===== src/hw/rtl/i2cag_pkg.sv =====
// Package for the im2col address generator: limits, field widths,
// register codes and the structs passed between the front, queue and back.
// No dependencies.
package i2cag_pkg;

    localparam int MAX_SIDE     = 512;
    localparam int MAX_CHANNELS = 1024;
    localparam int MAX_KERNEL   = 7;
    localparam int STEP_LIMIT   = 8;

    localparam int CH_W     = 11;  // num_channels register
    localparam int SIDE_W   = 10;  // image height / width registers
    localparam int KER_W    = 3;
    localparam int STEP_W   = 4;
    localparam int PAD_W    = 2;
    localparam int IDX_W    = 34;
    localparam int CHAN_W   = 10;
    localparam int POS_W    = 11;  // signed source row / column
    localparam int ADDR_W   = 28;
    localparam int SPAN_W   = 11;  // padded side, holds up to MAX_SIDE + 6
    localparam int HC_W     = 20;  // height * channel
    localparam int LIN_W    = 21;  // height * channel + row
    localparam int PROD_W   = 31;  // width * (height * channel + row)

    localparam int CFG_IDX_W  = 3;
    localparam int CFG_DATA_W = 11;

    localparam int FIFO_DEPTH = 2;
    localparam int FIFO_PTR_W = (FIFO_DEPTH > 1) ? $clog2(FIFO_DEPTH) : 1;
    localparam int FIFO_CNT_W = $clog2(FIFO_DEPTH + 1);

    typedef enum logic [CFG_IDX_W-1:0] {
        REG_NUM_CHANNELS = 3'd0,
        REG_IMAGE_HEIGHT = 3'd1,
        REG_IMAGE_WIDTH  = 3'd2,
        REG_KERNEL_SIZE  = 3'd3,
        REG_STEP_SIZE    = 3'd4,
        REG_BORDER_PAD   = 3'd5
    } reg_idx_t;

    typedef struct packed {
        logic [CH_W-1:0]   num_channels;
        logic [SIDE_W-1:0] image_height;
        logic [SIDE_W-1:0] image_width;
        logic [KER_W-1:0]  kernel_size;
        logic [STEP_W-1:0] step_size;
        logic [PAD_W-1:0]  border_pad;
    } cfg_t;

    // one walk position, as handed from the front to the back
    typedef struct packed {
        logic              no_work;
        logic              last;
        logic [CHAN_W-1:0] chan;
        logic [KER_W-1:0]  kr;
        logic [KER_W-1:0]  kc;
        logic [SIDE_W-1:0] hs;    // output row times stride
        logic [SIDE_W-1:0] ws;    // output column times stride
        logic [IDX_W-1:0]  idx;
    } desc_t;

endpackage


===== src/hw/rtl/i2cag_if.sv =====
// Handshake channels of the im2col address generator: the tick word in and
// the element word out. Depends on i2cag_pkg.
interface i2cag_cmd_if;
    logic valid;
    logic ready;
    logic restart;

    modport source (output valid, output restart, input ready);
    modport sink   (input valid, input restart, output ready);
endinterface

interface i2cag_elem_if import i2cag_pkg::*; ();
    logic                     valid;
    logic                     ready;
    logic [IDX_W-1:0]         column_index;
    logic [CHAN_W-1:0]        source_channel;
    logic signed [POS_W-1:0]  source_row;
    logic signed [POS_W-1:0]  source_col;
    logic [ADDR_W-1:0]        image_address;
    logic                     is_padding;
    logic                     last;
    logic                     no_work;

    modport source (output valid, output column_index, output source_channel,
                    output source_row, output source_col, output image_address,
                    output is_padding, output last, output no_work, input ready);
    modport sink   (input valid, input column_index, input source_channel,
                    input source_row, input source_col, input image_address,
                    input is_padding, input last, input no_work, output ready);
endinterface


===== src/hw/rtl/im2col_address_generator_unit.sv =====
// im2col address generator, top level.
// A tick word accepted is queued, then passes the back's stage 1 and output registers.
// Throughput: one word per cycle while the queue is not full, set by the walk counter
// update in the front; a stalled output backs up into a two-entry descriptor queue.
// Reset: registers go to 1,1,1,1,1,0; walk at its first element; queue and pipe empty.
// Depends on i2cag_pkg, i2cag_if, i2cag_cfg, i2cag_front, i2cag_fifo, i2cag_back.
module im2col_address_generator_unit import i2cag_pkg::*;
(
    input  logic                  clk,
    input  logic                  rst_n,
    input  logic                  cfg_wr_en,
    input  logic [CFG_IDX_W-1:0]  cfg_index,
    input  logic [CFG_DATA_W-1:0] cfg_data,
    i2cag_cmd_if.sink             cmd,
    i2cag_elem_if.source          elem
);

    cfg_t  cfg;
    logic  rewind;
    logic  push, pop, full, empty;
    desc_t push_desc, head;

    i2cag_cfg u_cfg (
        .clk       (clk),
        .rst_n     (rst_n),
        .cfg_wr_en (cfg_wr_en),
        .cfg_index (cfg_index),
        .cfg_data  (cfg_data),
        .cfg       (cfg),
        .rewind    (rewind)
    );

    i2cag_front u_front (
        .clk       (clk),
        .rst_n     (rst_n),
        .cfg       (cfg),
        .rewind    (rewind),
        .cmd       (cmd),
        .fifo_full (full),
        .push      (push),
        .push_desc (push_desc)
    );

    i2cag_fifo u_fifo (
        .clk       (clk),
        .rst_n     (rst_n),
        .push      (push),
        .push_desc (push_desc),
        .pop       (pop),
        .head      (head),
        .full      (full),
        .empty     (empty)
    );

    i2cag_back u_back (
        .clk        (clk),
        .rst_n      (rst_n),
        .cfg        (cfg),
        .fifo_empty (empty),
        .head       (head),
        .pop        (pop),
        .elem       (elem)
    );

endmodule


===== src/hw/rtl/i2cag_cfg.sv =====
// Configuration registers with saturation into the legal ranges.
// Any write to a listed register pulses rewind. Depends on i2cag_pkg.
module i2cag_cfg import i2cag_pkg::*;
(
    input  logic                  clk,
    input  logic                  rst_n,
    input  logic                  cfg_wr_en,
    input  logic [CFG_IDX_W-1:0]  cfg_index,
    input  logic [CFG_DATA_W-1:0] cfg_data,
    output cfg_t                  cfg,
    output logic                  rewind
);

    cfg_t cfg_reg, cfg_next;

    logic [SIDE_W-1:0] side_val;
    logic [SIDE_W-1:0] side_sat;

    // height and width share one saturation
    assign side_val = cfg_data[SIDE_W-1:0];
    assign side_sat = (side_val == '0) ? SIDE_W'(1) :
                      (side_val > SIDE_W'(MAX_SIDE)) ? SIDE_W'(MAX_SIDE) : side_val;

    always_comb
    begin
        cfg_next = cfg_reg;
        rewind   = 1'b0;
        if (cfg_wr_en)
        begin
            unique case (reg_idx_t'(cfg_index))
                REG_NUM_CHANNELS:
                begin
                    rewind = 1'b1;
                    if (cfg_data == '0)
                        cfg_next.num_channels = CH_W'(1);
                    else if (cfg_data > CFG_DATA_W'(MAX_CHANNELS))
                        cfg_next.num_channels = CH_W'(MAX_CHANNELS);
                    else
                        cfg_next.num_channels = cfg_data;
                end
                REG_IMAGE_HEIGHT:
                begin
                    rewind = 1'b1;
                    cfg_next.image_height = side_sat;
                end
                REG_IMAGE_WIDTH:
                begin
                    rewind = 1'b1;
                    cfg_next.image_width = side_sat;
                end
                REG_KERNEL_SIZE:
                begin
                    rewind = 1'b1;
                    if (cfg_data[KER_W-1:0] == '0)
                        cfg_next.kernel_size = KER_W'(1);
                    else if (cfg_data[KER_W-1:0] > KER_W'(MAX_KERNEL))
                        cfg_next.kernel_size = KER_W'(MAX_KERNEL);
                    else
                        cfg_next.kernel_size = cfg_data[KER_W-1:0];
                end
                REG_STEP_SIZE:
                begin
                    rewind = 1'b1;
                    if (cfg_data[STEP_W-1:0] == '0)
                        cfg_next.step_size = STEP_W'(1);
                    else if (cfg_data[STEP_W-1:0] > STEP_W'(STEP_LIMIT))
                        cfg_next.step_size = STEP_W'(STEP_LIMIT);
                    else
                        cfg_next.step_size = cfg_data[STEP_W-1:0];
                end
                REG_BORDER_PAD:
                begin
                    rewind = 1'b1;
                    cfg_next.border_pad = cfg_data[PAD_W-1:0];
                end
                default:
                begin
                    rewind = 1'b0;
                end
            endcase
        end
    end

    always_ff @(posedge clk or negedge rst_n)
    begin
        if (!rst_n)
        begin
            cfg_reg.num_channels <= CH_W'(1);
            cfg_reg.image_height <= SIDE_W'(1);
            cfg_reg.image_width  <= SIDE_W'(1);
            cfg_reg.kernel_size  <= KER_W'(1);
            cfg_reg.step_size    <= STEP_W'(1);
            cfg_reg.border_pad   <= '0;
        end
        else
        begin
            cfg_reg <= cfg_next;
        end
    end

    assign cfg = cfg_reg;

endmodule


===== src/hw/rtl/i2cag_front.sv =====
// Front end: accepts tick words, keeps the walk counters and classifies each
// position (normal, last, no work) into a descriptor. Depends on i2cag_pkg, i2cag_if.
module i2cag_front import i2cag_pkg::*;
(
    input  logic          clk,
    input  logic          rst_n,
    input  cfg_t          cfg,
    input  logic          rewind,
    i2cag_cmd_if.sink     cmd,
    input  logic          fifo_full,
    output logic          push,
    output desc_t         push_desc
);

    localparam int KW1 = KER_W + 1;

    logic [KER_W-1:0]  kc_reg, kc_next, kr_reg, kr_next;
    logic [CHAN_W-1:0] ch_reg, ch_next;
    logic [SIDE_W-1:0] hs_reg, hs_next, ws_reg, ws_next;
    logic [IDX_W-1:0]  idx_reg, idx_next;

    logic [KER_W-1:0]  kc_c, kr_c;
    logic [CHAN_W-1:0] ch_c;
    logic [SIDE_W-1:0] hs_c, ws_c;
    logic [IDX_W-1:0]  idx_c;

    logic [SPAN_W-1:0] ph, pw, kx, row_lim, col_lim;
    logic              no_work;
    logic              col_more, row_more, kc_more, kr_more, ch_more, last;

    always_comb
    begin
        kx      = SPAN_W'(cfg.kernel_size);
        ph      = SPAN_W'(cfg.image_height) + SPAN_W'({cfg.border_pad, 1'b0});
        pw      = SPAN_W'(cfg.image_width) + SPAN_W'({cfg.border_pad, 1'b0});
        no_work = (ph < kx) || (pw < kx);
        row_lim = ph - kx;
        col_lim = pw - kx;

        // restart rewinds before this word is produced
        kc_c  = cmd.restart ? '0 : kc_reg;
        kr_c  = cmd.restart ? '0 : kr_reg;
        ch_c  = cmd.restart ? '0 : ch_reg;
        hs_c  = cmd.restart ? '0 : hs_reg;
        ws_c  = cmd.restart ? '0 : ws_reg;
        idx_c = cmd.restart ? '0 : idx_reg;

        // next output position still fits in the padded image
        col_more = (SPAN_W'(ws_c) + SPAN_W'(cfg.step_size)) <= col_lim;
        row_more = (SPAN_W'(hs_c) + SPAN_W'(cfg.step_size)) <= row_lim;
        kc_more  = (KW1'(kc_c) + KW1'(1)) < KW1'(cfg.kernel_size);
        kr_more  = (KW1'(kr_c) + KW1'(1)) < KW1'(cfg.kernel_size);
        ch_more  = (CH_W'(ch_c) + CH_W'(1)) < cfg.num_channels;
        last     = !col_more && !row_more && !kc_more && !kr_more && !ch_more;

        cmd.ready = !fifo_full;
        push      = cmd.valid && !fifo_full;

        push_desc = '0;
        if (no_work)
        begin
            push_desc.no_work = 1'b1;
        end
        else
        begin
            push_desc.last = last;
            push_desc.chan = ch_c;
            push_desc.kr   = kr_c;
            push_desc.kc   = kc_c;
            push_desc.hs   = hs_c;
            push_desc.ws   = ws_c;
            push_desc.idx  = idx_c;
        end

        kc_next  = kc_reg;
        kr_next  = kr_reg;
        ch_next  = ch_reg;
        hs_next  = hs_reg;
        ws_next  = ws_reg;
        idx_next = idx_reg;
        if (rewind)
        begin
            kc_next  = '0;
            kr_next  = '0;
            ch_next  = '0;
            hs_next  = '0;
            ws_next  = '0;
            idx_next = '0;
        end
        else if (push)
        begin
            kc_next  = kc_c;
            kr_next  = kr_c;
            ch_next  = ch_c;
            hs_next  = hs_c;
            ws_next  = ws_c;
            idx_next = idx_c;
            if (!no_work)
            begin
                if (last)
                begin
                    kc_next  = '0;
                    kr_next  = '0;
                    ch_next  = '0;
                    hs_next  = '0;
                    ws_next  = '0;
                    idx_next = '0;
                end
                else
                begin
                    idx_next = idx_c + IDX_W'(1);
                    // carry chain: out col, out row, kernel col, kernel row, channel
                    priority if (col_more)
                    begin
                        ws_next = ws_c + SIDE_W'(cfg.step_size);
                    end
                    else if (row_more)
                    begin
                        ws_next = '0;
                        hs_next = hs_c + SIDE_W'(cfg.step_size);
                    end
                    else if (kc_more)
                    begin
                        ws_next = '0;
                        hs_next = '0;
                        kc_next = kc_c + KER_W'(1);
                    end
                    else if (kr_more)
                    begin
                        ws_next = '0;
                        hs_next = '0;
                        kc_next = '0;
                        kr_next = kr_c + KER_W'(1);
                    end
                    else
                    begin
                        ws_next = '0;
                        hs_next = '0;
                        kc_next = '0;
                        kr_next = '0;
                        ch_next = ch_c + CHAN_W'(1);
                    end
                end
            end
        end
    end

    always_ff @(posedge clk or negedge rst_n)
    begin
        if (!rst_n)
        begin
            kc_reg  <= '0;
            kr_reg  <= '0;
            ch_reg  <= '0;
            hs_reg  <= '0;
            ws_reg  <= '0;
            idx_reg <= '0;
        end
        else
        begin
            kc_reg  <= kc_next;
            kr_reg  <= kr_next;
            ch_reg  <= ch_next;
            hs_reg  <= hs_next;
            ws_reg  <= ws_next;
            idx_reg <= idx_next;
        end
    end

    a_kc_in_range: assert property (@(posedge clk) disable iff (!rst_n)
        kc_reg < cfg.kernel_size)
        else $error("kernel column counter out of range");

    a_kr_in_range: assert property (@(posedge clk) disable iff (!rst_n)
        kr_reg < cfg.kernel_size)
        else $error("kernel row counter out of range");

    a_ch_in_range: assert property (@(posedge clk) disable iff (!rst_n)
        CH_W'(ch_reg) < cfg.num_channels)
        else $error("channel counter out of range");

endmodule


===== src/hw/rtl/i2cag_fifo.sv =====
// Short descriptor queue between the front and the back.
// Depends on i2cag_pkg.
module i2cag_fifo import i2cag_pkg::*;
(
    input  logic  clk,
    input  logic  rst_n,
    input  logic  push,
    input  desc_t push_desc,
    input  logic  pop,
    output desc_t head,
    output logic  full,
    output logic  empty
);

    desc_t                 mem_reg [FIFO_DEPTH];
    logic [FIFO_PTR_W-1:0] wr_ptr_reg, wr_ptr_next, rd_ptr_reg, rd_ptr_next;
    logic [FIFO_CNT_W-1:0] cnt_reg, cnt_next;

    assign full  = (cnt_reg == FIFO_CNT_W'(FIFO_DEPTH));
    assign empty = (cnt_reg == '0);
    assign head  = mem_reg[rd_ptr_reg];

    always_comb
    begin
        wr_ptr_next = wr_ptr_reg;
        rd_ptr_next = rd_ptr_reg;
        cnt_next    = cnt_reg;
        if (push)
            wr_ptr_next = (wr_ptr_reg == FIFO_PTR_W'(FIFO_DEPTH - 1)) ? '0
                          : wr_ptr_reg + FIFO_PTR_W'(1);
        if (pop)
            rd_ptr_next = (rd_ptr_reg == FIFO_PTR_W'(FIFO_DEPTH - 1)) ? '0
                          : rd_ptr_reg + FIFO_PTR_W'(1);
        if (push && !pop)
            cnt_next = cnt_reg + FIFO_CNT_W'(1);
        else if (pop && !push)
            cnt_next = cnt_reg - FIFO_CNT_W'(1);
    end

    always_ff @(posedge clk or negedge rst_n)
    begin
        if (!rst_n)
        begin
            wr_ptr_reg <= '0;
            rd_ptr_reg <= '0;
            cnt_reg    <= '0;
        end
        else
        begin
            wr_ptr_reg <= wr_ptr_next;
            rd_ptr_reg <= rd_ptr_next;
            cnt_reg    <= cnt_next;
        end
    end

    always_ff @(posedge clk)
    begin
        if (push)
            mem_reg[wr_ptr_reg] <= push_desc;
    end

    a_no_overflow: assert property (@(posedge clk) disable iff (!rst_n)
        !(push && full))
        else $error("descriptor queue overflow");

    a_no_underflow: assert property (@(posedge clk) disable iff (!rst_n)
        !(pop && empty))
        else $error("descriptor queue underflow");

endmodule


===== src/hw/rtl/i2cag_back.sv =====
// Back end: turns descriptors into source position, padding flag and image
// address over two register stages. Depends on i2cag_pkg, i2cag_if.
module i2cag_back import i2cag_pkg::*;
(
    input  logic         clk,
    input  logic         rst_n,
    input  cfg_t         cfg,
    input  logic         fifo_empty,
    input  desc_t        head,
    output logic         pop,
    i2cag_elem_if.source elem
);

    logic adv;

    // stage 1
    logic                     s1_v_reg;
    desc_t                    s1_desc_reg;
    logic signed [POS_W-1:0]  s1_row_reg, s1_col_reg;
    logic                     s1_pad_reg;
    logic [HC_W-1:0]          s1_hc_reg;

    logic signed [POS_W-1:0]  row_w, col_w;
    logic                     pad_w;
    logic [HC_W-1:0]          hc_w;

    // output word
    logic                     out_v_reg;
    logic [IDX_W-1:0]         idx_reg;
    logic [CHAN_W-1:0]        chan_reg;
    logic signed [POS_W-1:0]  row_reg, col_reg;
    logic [ADDR_W-1:0]        addr_reg;
    logic                     pad_reg, last_reg, nw_reg;

    logic [LIN_W-1:0]         lin_w;
    logic [PROD_W-1:0]        prod_w;
    logic [ADDR_W-1:0]        addr_w;

    assign adv = !out_v_reg || elem.ready;
    assign pop = adv && !fifo_empty;

    always_comb
    begin
        if (head.no_work)
        begin
            row_w = '0;
            col_w = '0;
        end
        else
        begin
            row_w = $signed(POS_W'(head.hs) + POS_W'(head.kr) - POS_W'(cfg.border_pad));
            col_w = $signed(POS_W'(head.ws) + POS_W'(head.kc) - POS_W'(cfg.border_pad));
        end
        pad_w = row_w[POS_W-1] || col_w[POS_W-1] ||
                (row_w[SIDE_W-1:0] >= cfg.image_height) ||
                (col_w[SIDE_W-1:0] >= cfg.image_width);
        hc_w  = HC_W'(cfg.image_height) * HC_W'(head.chan);
    end

    always_comb
    begin
        lin_w  = LIN_W'(s1_hc_reg) + LIN_W'(s1_row_reg[SIDE_W-1:0]);
        prod_w = PROD_W'(cfg.image_width) * PROD_W'(lin_w)
                 + PROD_W'(s1_col_reg[SIDE_W-1:0]);
        addr_w = s1_pad_reg ? '0 : prod_w[ADDR_W-1:0];
    end

    always_ff @(posedge clk or negedge rst_n)
    begin
        if (!rst_n)
        begin
            s1_v_reg  <= 1'b0;
            out_v_reg <= 1'b0;
        end
        else if (adv)
        begin
            s1_v_reg  <= !fifo_empty;
            out_v_reg <= s1_v_reg;
        end
    end

    always_ff @(posedge clk)
    begin
        if (adv)
        begin
            s1_desc_reg <= head;
            s1_row_reg  <= row_w;
            s1_col_reg  <= col_w;
            s1_pad_reg  <= pad_w;
            s1_hc_reg   <= hc_w;
            idx_reg     <= s1_desc_reg.idx;
            chan_reg    <= s1_desc_reg.chan;
            row_reg     <= s1_row_reg;
            col_reg     <= s1_col_reg;
            addr_reg    <= addr_w;
            pad_reg     <= s1_pad_reg;
            last_reg    <= s1_desc_reg.last;
            nw_reg      <= s1_desc_reg.no_work;
        end
    end

    assign elem.valid          = out_v_reg;
    assign elem.column_index   = idx_reg;
    assign elem.source_channel = chan_reg;
    assign elem.source_row     = row_reg;
    assign elem.source_col     = col_reg;
    assign elem.image_address  = addr_reg;
    assign elem.is_padding     = pad_reg;
    assign elem.last           = last_reg;
    assign elem.no_work        = nw_reg;

    a_pad_zero_addr: assert property (@(posedge clk) disable iff (!rst_n)
        elem.valid && elem.is_padding |-> elem.image_address == '0)
        else $error("padding word with nonzero address");

    a_no_work_clean: assert property (@(posedge clk) disable iff (!rst_n)
        elem.valid && elem.no_work |->
            elem.column_index == '0 && !elem.last && !elem.is_padding &&
            elem.image_address == '0 && elem.source_row == '0)
        else $error("no-work word carries data");

    a_inside_image: assert property (@(posedge clk) disable iff (!rst_n)
        elem.valid && !elem.is_padding && !elem.no_work |->
            !elem.source_row[POS_W-1] && !elem.source_col[POS_W-1])
        else $error("non-padding word with negative position");

endmodule


===== src/flat_wrapper.sv =====
// flat-port wrapper written by rule: the top's interface ports become plain ports
module im2col_address_generator_unit_flat import i2cag_pkg::*;
  (clk, rst_n, cfg_wr_en, cfg_index, cfg_data, cmd_valid, cmd_restart, cmd_ready, elem_valid, elem_column_index, elem_source_channel, elem_source_row, elem_source_col, elem_image_address, elem_is_padding, elem_last, elem_no_work, elem_ready);
  i2cag_cmd_if cmd_i ();
  i2cag_elem_if elem_i ();
  input  logic clk;
  input  logic rst_n;
  input  logic cfg_wr_en;
  input  logic [CFG_IDX_W-1:0] cfg_index;
  input  logic [CFG_DATA_W-1:0] cfg_data;
  input wire logic [$bits(cmd_i.valid)-1:0] cmd_valid;
  input wire logic [$bits(cmd_i.restart)-1:0] cmd_restart;
  output wire logic [$bits(cmd_i.ready)-1:0] cmd_ready;
  output wire logic [$bits(elem_i.valid)-1:0] elem_valid;
  output wire logic [$bits(elem_i.column_index)-1:0] elem_column_index;
  output wire logic [$bits(elem_i.source_channel)-1:0] elem_source_channel;
  output wire logic [$bits(elem_i.source_row)-1:0] elem_source_row;
  output wire logic [$bits(elem_i.source_col)-1:0] elem_source_col;
  output wire logic [$bits(elem_i.image_address)-1:0] elem_image_address;
  output wire logic [$bits(elem_i.is_padding)-1:0] elem_is_padding;
  output wire logic [$bits(elem_i.last)-1:0] elem_last;
  output wire logic [$bits(elem_i.no_work)-1:0] elem_no_work;
  input wire logic [$bits(elem_i.ready)-1:0] elem_ready;
  assign cmd_i.valid = cmd_valid;
  assign cmd_i.restart = cmd_restart;
  assign cmd_ready = cmd_i.ready;
  assign elem_valid = elem_i.valid;
  assign elem_column_index = elem_i.column_index;
  assign elem_source_channel = elem_i.source_channel;
  assign elem_source_row = elem_i.source_row;
  assign elem_source_col = elem_i.source_col;
  assign elem_image_address = elem_i.image_address;
  assign elem_is_padding = elem_i.is_padding;
  assign elem_last = elem_i.last;
  assign elem_no_work = elem_i.no_work;
  assign elem_i.ready = elem_ready;
  im2col_address_generator_unit u_core (.clk(clk), .rst_n(rst_n), .cfg_wr_en(cfg_wr_en), .cfg_index(cfg_index), .cfg_data(cfg_data), .cmd(cmd_i), .elem(elem_i));
endmodule

===== config.mk =====
export PLATFORM = sky130hd
export DESIGN_NAME = im2col_address_generator_unit_flat
export DESIGN_NICKNAME = d
export VERILOG_FILES = /design/src/hw/rtl/i2cag_pkg.sv /design/src/hw/rtl/i2cag_if.sv /design/src/hw/rtl/im2col_address_generator_unit.sv /design/src/hw/rtl/i2cag_cfg.sv /design/src/hw/rtl/i2cag_front.sv /design/src/hw/rtl/i2cag_fifo.sv /design/src/hw/rtl/i2cag_back.sv /design/src/flat_wrapper.sv
export SDC_FILE = /design/constraint.sdc
export NUM_CORES = 1
export LEC_CHECK = 0
export BUFFER_PORTS_ARGS = -buffer_cell sky130_fd_sc_hd__buf_2
export CAP_MARGIN = 10
export CORE_MARGIN = 2
export CORE_UTILIZATION = 55
export CTS_CLUSTER_SIZE = 20
export DETAILED_ROUTE_END_ITERATION = 6
export PLACE_DENSITY = 0.78
export SLEW_MARGIN = 20
export SYNTH_ARGS = -nofsm -noshare
export SYNTH_HDL_FRONTEND = slang
export SYNTH_SLANG_ARGS = --single-unit

===== constraint.sdc =====
create_clock -name clk -period 15.1 [get_ports clk]
set_input_delay 3.02 -clock clk [delete_from_list [all_inputs] [get_ports clk]]
set_output_delay 3.02 -clock clk [all_outputs]
set_load 0.02 [all_outputs]

==> results of run 1 <==
## per-layer routing
metal | vias up | global-route usage | routed length (µm)
met2 | 884 | 0.4160 | 33950
met4 | 0 | 0.07752 | 2052
met1 | 10660 | 0.3435 | 30920
met3 | 169 | 0.04387 | 5470
met5 | - | 0 | 0
li1 | 9953 | - | -
## logic make-up after synthesis
logic type / synth area share
xor+xnor: 0.03730
flops: 0.4118
buf+inv: 0.05555
simple gates: 0.1410
mux: 0.02979
compound gates: 0.08196
fa+ha+maj: 0.2426
## cell usage in the layout (no fill, tap or decap), types with 14 or more instances in the layout
cell type / netlist / routed
a31oi_1: 18 / 18
inv_1: 357 / 357
clkbuf_16: 0 / 48
or3_1: 19 / 19
nand4_1: 20 / 20
mux2_2: 53 / 53
nand3_1: 47 / 47
dfrtp_1: 111 / 110
xnor2_1: 89 / 89
fa_1: 231 / 231
buf_2: 5 / 117
o21a_1: 14 / 14
xor2_1: 41 / 41
ha_1: 234 / 234
a21o_1: 33 / 33
and2_1: 118 / 118
o21ai_1: 20 / 20
nand2b_1: 28 / 27
nor2_1: 174 / 173
a21oi_1: 87 / 87
nor2b_1: 48 / 48
a22o_1: 24 / 24
edfxtp_1: 330 / 330
nor4_1: 14 / 14
nand2_1: 305 / 305
nor3_1: 52 / 52
a32o_1: 15 / 15
mux2i_1: 33 / 33
o21ai_0: 91 / 91
buf_4: 4 / 24
and3_1: 45 / 44
## worst min-delay path by stage
stage / startpoint / slack, ps / cells after the start / to
final: u_core.u_back.s1_desc_reg[10] / 420 / 0 / u_core.u_back.elem.column_index[10]
after global routing: u_core.u_back.s1_desc_reg[18] / 420 / 0 / u_core.u_back.elem.column_index[18]
after CTS: u_core.u_back.s1_desc_reg[10] / 420 / 0 / u_core.u_back.elem.column_index[10]
after detailed placement: u_core.u_back.s1_desc_reg[10] / 400 / 0 / u_core.u_back.elem.column_index[10]
after global placement: u_core.u_back.s1_desc_reg[16] / 400 / 0 / u_core.u_back.elem.column_index[16]
after floorplan: u_core.u_back.s1_desc_reg[0] / 400 / 0 / u_core.u_back.elem.column_index[0]
## worst max-delay path, cell delays in order, from the launching register on
cell and delay (ps):
edfxtp_1 350, ha_1 210, inv_1 70, fa_1 410, nand3b_1 180, a21oi_1 350, a311o_1 280, nand2_1 120
nor2_1 220, xor2_1 780, nand2_1 190, fa_1 510, fa_1 520, inv_1 50, fa_1 460, fa_1 580
inv_1 70, fa_1 530, inv_1 40, ha_1 330, nand3_1 100, or3_1 300, o21ai_0 290, o21ai_0 250
o21ai_0 530, a41oi_1 220, xnor2_1 170, nor2_1 50
## per-stage QoR
stage,worst slack [ps],instances
6_report,6663,3760
5_1_grt,6230,3760
4_1_cts,6791,3760
3_5_place_dp,6394,3673
3_3_place_gp,6623,3673
2_1_floorplan,5471,2867
## area by class of cell
| type | instances | area share |
|---|---|---|
| clock buffer | 58 | 0.03738 |
| tap | 756 | 0.02765 |
| multi-input combinational | 1970 | 0.4851 |
| clock inverter | 29 | 0.01309 |
| timing repair buffer | 141 | 0.02238 |
| inverter | 360 | 0.03950 |
| sequential | 446 | 0.3748 |
## synthesized netlist by cell type, types with 6 or more instances
cell      instances
a211oi_1         12
a21oi_1          87
nand4_1          20
o21ai_0          91
inv_1           357
fa_1            231
a22o_1           24
xor2_1           41
mux2_2           53
o21bai_1         12
xnor2_1          89
mux2i_1          33
o21ai_1          20
edfxtp_1        330
nand2b_1         28
and3_1           45
buf_1            12
o31ai_1           6
or3_1            19
a21o_1           33
a32o_1           15
o21a_1           14
and2_1          118
dfrtp_1         111
clkbuf_1         68
a31oi_1          18
ha_1            234
o22ai_1           6
nor4_1           14
and4_1           10
nor2b_1          48
nand3_1          47
nor2_1          174
nand2_1         305
nor3_1           52
==> results.cfg, run 1 <==
[run_status]
status = finished, final reports clean

[clocking]
hold_buffers = 0
clock_latency_ps = 610
cts_tree = done
cts-resized-gates = 0
cts_buffer_depth = 3
cts_buffers = 47
clk_pin_slew_ps = 60
htree_num_levels = 2
cts.sinks = 446
cts_setup_buffers = 0
root_buffer = clkbuf_16

[setup_path]
endpoint_kind = flop
worst_r2r_path_depth = 27
cp_max_fo = 10
timing.rr.start = u_core.u_back.s1_row_reg[0]
critPathKind = flop to flop
r2r-end = u_core.u_back.elem.image_address[27]
crit_arrival_ps = 8750
rrSetupSlack_ps = 6660
worstSetupStartpointType = flop
crit_start = u_core.u_back.s1_row_reg[0]
cp.required_ps = 15410
crit_end = u_core.u_back.elem.image_address[27]

[routing]
dr.first_iter.drc_count = 1779
vias = 21670
post_drt_wl_per_cell_um = 19.25
drc = 0
drtAntennaViolNets = 0
drt_first_pass_iters = 7
drt-total-wl_um = 72390
viasPerCell = 5.762

[placed_design]
placed_area_um2 = 32480
place.gp.congestion = 0.9480
hpwlAfterDp_um = 52660
numPortBuffers = 118

[die]
pin_count = 119
start_util = 0.5542
fp.dieH_um = 241.9
rows = 87
core_um2 = 56170
die_area_um2 = 58510
die-width_um = 241.9

[cells_and_area]
seq_area_um2 = 12820
finish.utilization = 0.6090
fin_nets = 3451
multi_input_area_um2 = 16600
finalInstanceArea_um2 = 34210
synthToLayoutAreaGrowth_pct = 9.896
antenna_cells = 0
largest_reg_flops = 144
drive_above_1_share = 0.09953
fill_cells = 4496

[synthesis]
syn_avg_cell_area_um2 = 10.86
synth_area_leaders = edfxtp_1 32%, fa_1 15%, ha_1 9.4%
ys.flop_type = edfxtp_1
netlist_area_um2 = 31130
yosysTopAreaCell = edfxtp_1
async_reset_ff_frac = 0.2601
ys_warn_count = 0
synth.distinct_cells = 76
ys_seq_area_frac = 0.4118
synth_edf_count = 330
netlist_instances = 2867
ys_ff_latch = 446
synth_top_area_frac = 0.3184
syn_nets = 3352

[sta]
fin_skew_ps = 25.30
tightest_slew_ps = 1122
max_slew_margin = 0.2521
fin_crit_ps = 8437
max_freq_mhz = 118.5
setup_tns_ps = 0
hold_viol_final = 0
finalCritPeriodShare = 0.5587
drv_slew = 0
finalSetupViolations = 0
grt_setup_unrepaired = false
fin_hold_ws_ps = 415.8

[global_routing]
grt_max_degree = 73
grt_antenna_before_repair = 0
grt_overflow = 0
grt_usage = 0.2523
grt_pass1_vias = 22600
grt_pass1_wl_um = 118500

[worst_hold_path]
hp-class = flop to flop

[run]
maxCapViolations = 0
Power of run 1 is left out: the tool's default activity adds up to more than one toggle a clock period on the data nets, which glitch-free logic cannot reach.
==> run 2, diff against run 1 <==
- ABC_AREA: default -> 1
- PLACE_DENSITY: 0.78 -> 0.81
- clock period: 15.1 -> 7.35 ns (I/O delays scaled with it)
==> run 2 against run 1 <==
  * Design area grew 5.1%
  * Die area grew 5.4%
  * First-iteration DRC count grew 32%
  * Fmax grew 23%
  * Clock skew shrank 5.0 ps
  * Worst hold slack lost 2.3 ps
  * Non-clock buffer count grew 4
  * Synthesized cell count grew 30%
  * Sequential share of layout area shrank 1.8 points
  * Cell count grew 23%
  * Critical path depth shrank 3
  * Count of clock-buffer cells in the layout grew 9
==> results.cfg, run 2 <==
[synthesis]
netlist_instances = 3727
ys_seq_area_frac = 0.3905
synth_compound_area_frac = 0.06380
synth_top_family_by_area = adder cells
async_reset_ff_frac = 0.2601
muxShareOfSynthArea = 0.003659
synth_edf_count = 330
ys_ff_latch = 446
synth.distinct_cells = 54
yosys.area_share.simple = 0.2080
ys.flop_type = edfxtp_1
synth.most_common_cell = nand2_1
syn_nets = 4212
synth_top_area_frac = 0.3019
synth_fa_ha_area_frac = 0.2301
netlist_area_um2 = 32830
synth-xor-area-share = 0.02195
syn_avg_cell_area_um2 = 8.808
synth_area_leaders = edfxtp_1 30%, fa_1 14%, nand2_1 10%
yosysTopAreaCell = edfxtp_1
ys_warn_count = 0
ys_top_cells_by_count = 891 x nand2_1, 580 x inv_1, 398 x nor2_1

[routing]
drt-total-wl_um = 79910
drtAntennaViolNets = 0
viasPerCell = 5.544
vias = 25710
dr.first_iter.drc_count = 2353
drc = 0
post_drt_wl_per_cell_um = 17.23
drt_first_pass_iters = 6

[global_routing]
grt_max_degree = 73
grt_pass1_vias = 24860
grt_pass1_wl_um = 128900
grt_overflow = 0
grt_antenna_before_repair = 0
grt_usage = 0.2645

[cells_and_area]
largest_reg_flops = 144
mostFrequentLayoutCell = nand2_1
fill_cells = 4912
final_cell_mix = 890 x nand2_1, 578 x inv_1, 395 x nor2_1, 330 x edfxtp_1, 234 x ha_1
seq_area_um2 = 12820
fin_nets = 4310
synthToLayoutAreaGrowth_pct = 9.544
fin_cells = 4638
multi_input_area_um2 = 17380
antenna_cells = 0
finish.utilization = 0.6093
drive_above_1_share = 0.08047

[clocking]
clock_latency_ps = 600
cts_buffers = 48
cts_setup_buffers = 0
cts_tree = done
cts.sinks = 446
htree_num_levels = 2
clk_pin_slew_ps = 60
hold_buffers = 0
cts_buffer_depth = 3
root_buffer = clkbuf_16

[setup_path]
crit_arrival_ps = 7190
endpoint_kind = flop
worst_r2r_path_depth = 24
critPathKind = flop to flop
cp.required_ps = 7710
worstSetupStartpointType = flop
crit_start = u_core.u_back.s1_row_reg[2]
cp_max_fo = 8
rrSetupSlack_ps = 520
r2r-end = u_core.u_back.elem.image_address[22]
timing.rr.start = u_core.u_back.s1_row_reg[2]

[sta]
max_slew_margin = 0.3472
tightest_slew_ps = 976.9
fin_skew_ps = 20.25
finalSetupViolations = 0
drv_slew = 0
fin_crit_ps = 6833
finalCritPeriodShare = 0.9297
hold_viol_final = 0
max_freq_mhz = 146.3

[worst_hold_path]
min_path_cells = 0
min-delay-start = u_core.u_back.s1_desc_reg[21]
hold_path_end = u_core.u_back.elem.column_index[21]
hp-class = flop to flop

[die]
die_area_um2 = 61660
rows = 89
pin_count = 119
core_um2 = 59020
die-width_um = 248.3
fp.dieH_um = 248.3
start_util = 0.5562

[run_status]
status = finished, final reports clean

[placed_design]
numPortBuffers = 118
hpwlAfterDp_um = 59740
place.gp.congestion = 0.9587
place_inst = 4548

[run]
maxCapViolations = 0
## run 2: layout make-up
class | instances | share of cell area
multi-input combinational | 2585 | 0.4833
sequential | 446 | 0.3565
inverter | 599 | 0.06252
clock buffer | 67 | 0.03879
tap | 773 | 0.02690
timing repair buffer | 145 | 0.02248
clock inverter | 23 | 0.009499
## run 2: kinds of logic (layout without fill, tap and decap cells)
kind of cell / count (synthesis) / in the layout
adders and majority gates: 465 / 465
and+or+nand+nor: 1646 / 1646
DFF: 446 / 446
muxes: 12 / 12
buffers and inverters: 696 / 834
AOI/OAI and AO/OA: 383 / 383
xor gates and xnor gates: 79 / 79
## run 2: critical path, stage by stage, from the launching register on
cell	delay, ps
edfxtp_1	390
ha_1	380
a21oi_1	210
nand2_1	140
a21oi_1	280
nor2_1	100
o21ai_1	480
nand2_1	210
nor2_1	180
fa_1	470
fa_1	520
fa_1	510
fa_1	540
inv_1	50
fa_1	530
inv_1	40
ha_1	350
nand2_1	140
nor2_2	210
nand2_1	80
o311ai_1	410
nand2_1	90
nand2_1	90
a21oi_1	60
o21a_1	140
## run 2: repair_timing
item                                    in CTS  in global routing
endpoints found under the setup margin       0                  4
resized for setup                            0                  6
endpoints found under the hold margin        0                  0
## run 2: through the flow
| stage | setup WS [ps] | hold slack (ps) | area, µm² | TNS [ps] |
|---|---|---|---|---|
| after global placement | 459.2 | 400.4 | 34200 | 0 |
| after global routing | -10.78 | 421.5 | 35960 | -10.78 |
| after floorplan | 966.3 | 400.3 | 32830 | 0 |
| final | 516.5 | 413.5 | 35960 | 0 |
| after detailed placement | 282.3 | 404.5 | 34200 | 0 |
| after CTS | 290.5 | 417.4 | 35940 | 0 |
## run 2: routing by layer
metal  global-route usage  part of all wire  wire, µm
met1               0.3710              0.43     33980
met2               0.4243              0.46     36660
met3              0.03889             0.085      6827
met4              0.08771             0.031      2439
met5                    0                 0         0
## run 2: worst max-delay path by stage
stage | end | cells past startpoint
3_5_place_dp | u_core.u_back.elem.image_address[22] | 27
3_3_place_gp | u_core.u_back.elem.image_address[22] | 29
5_1_grt | u_core.u_back.elem.image_address[22] | 24
2_1_floorplan | u_core.u_back.elem.image_address[22] | 29
4_1_cts | u_core.u_back.elem.image_address[22] | 27
6_report | u_core.u_back.elem.image_address[22] | 24
Power of run 2 is left out for the same reason.
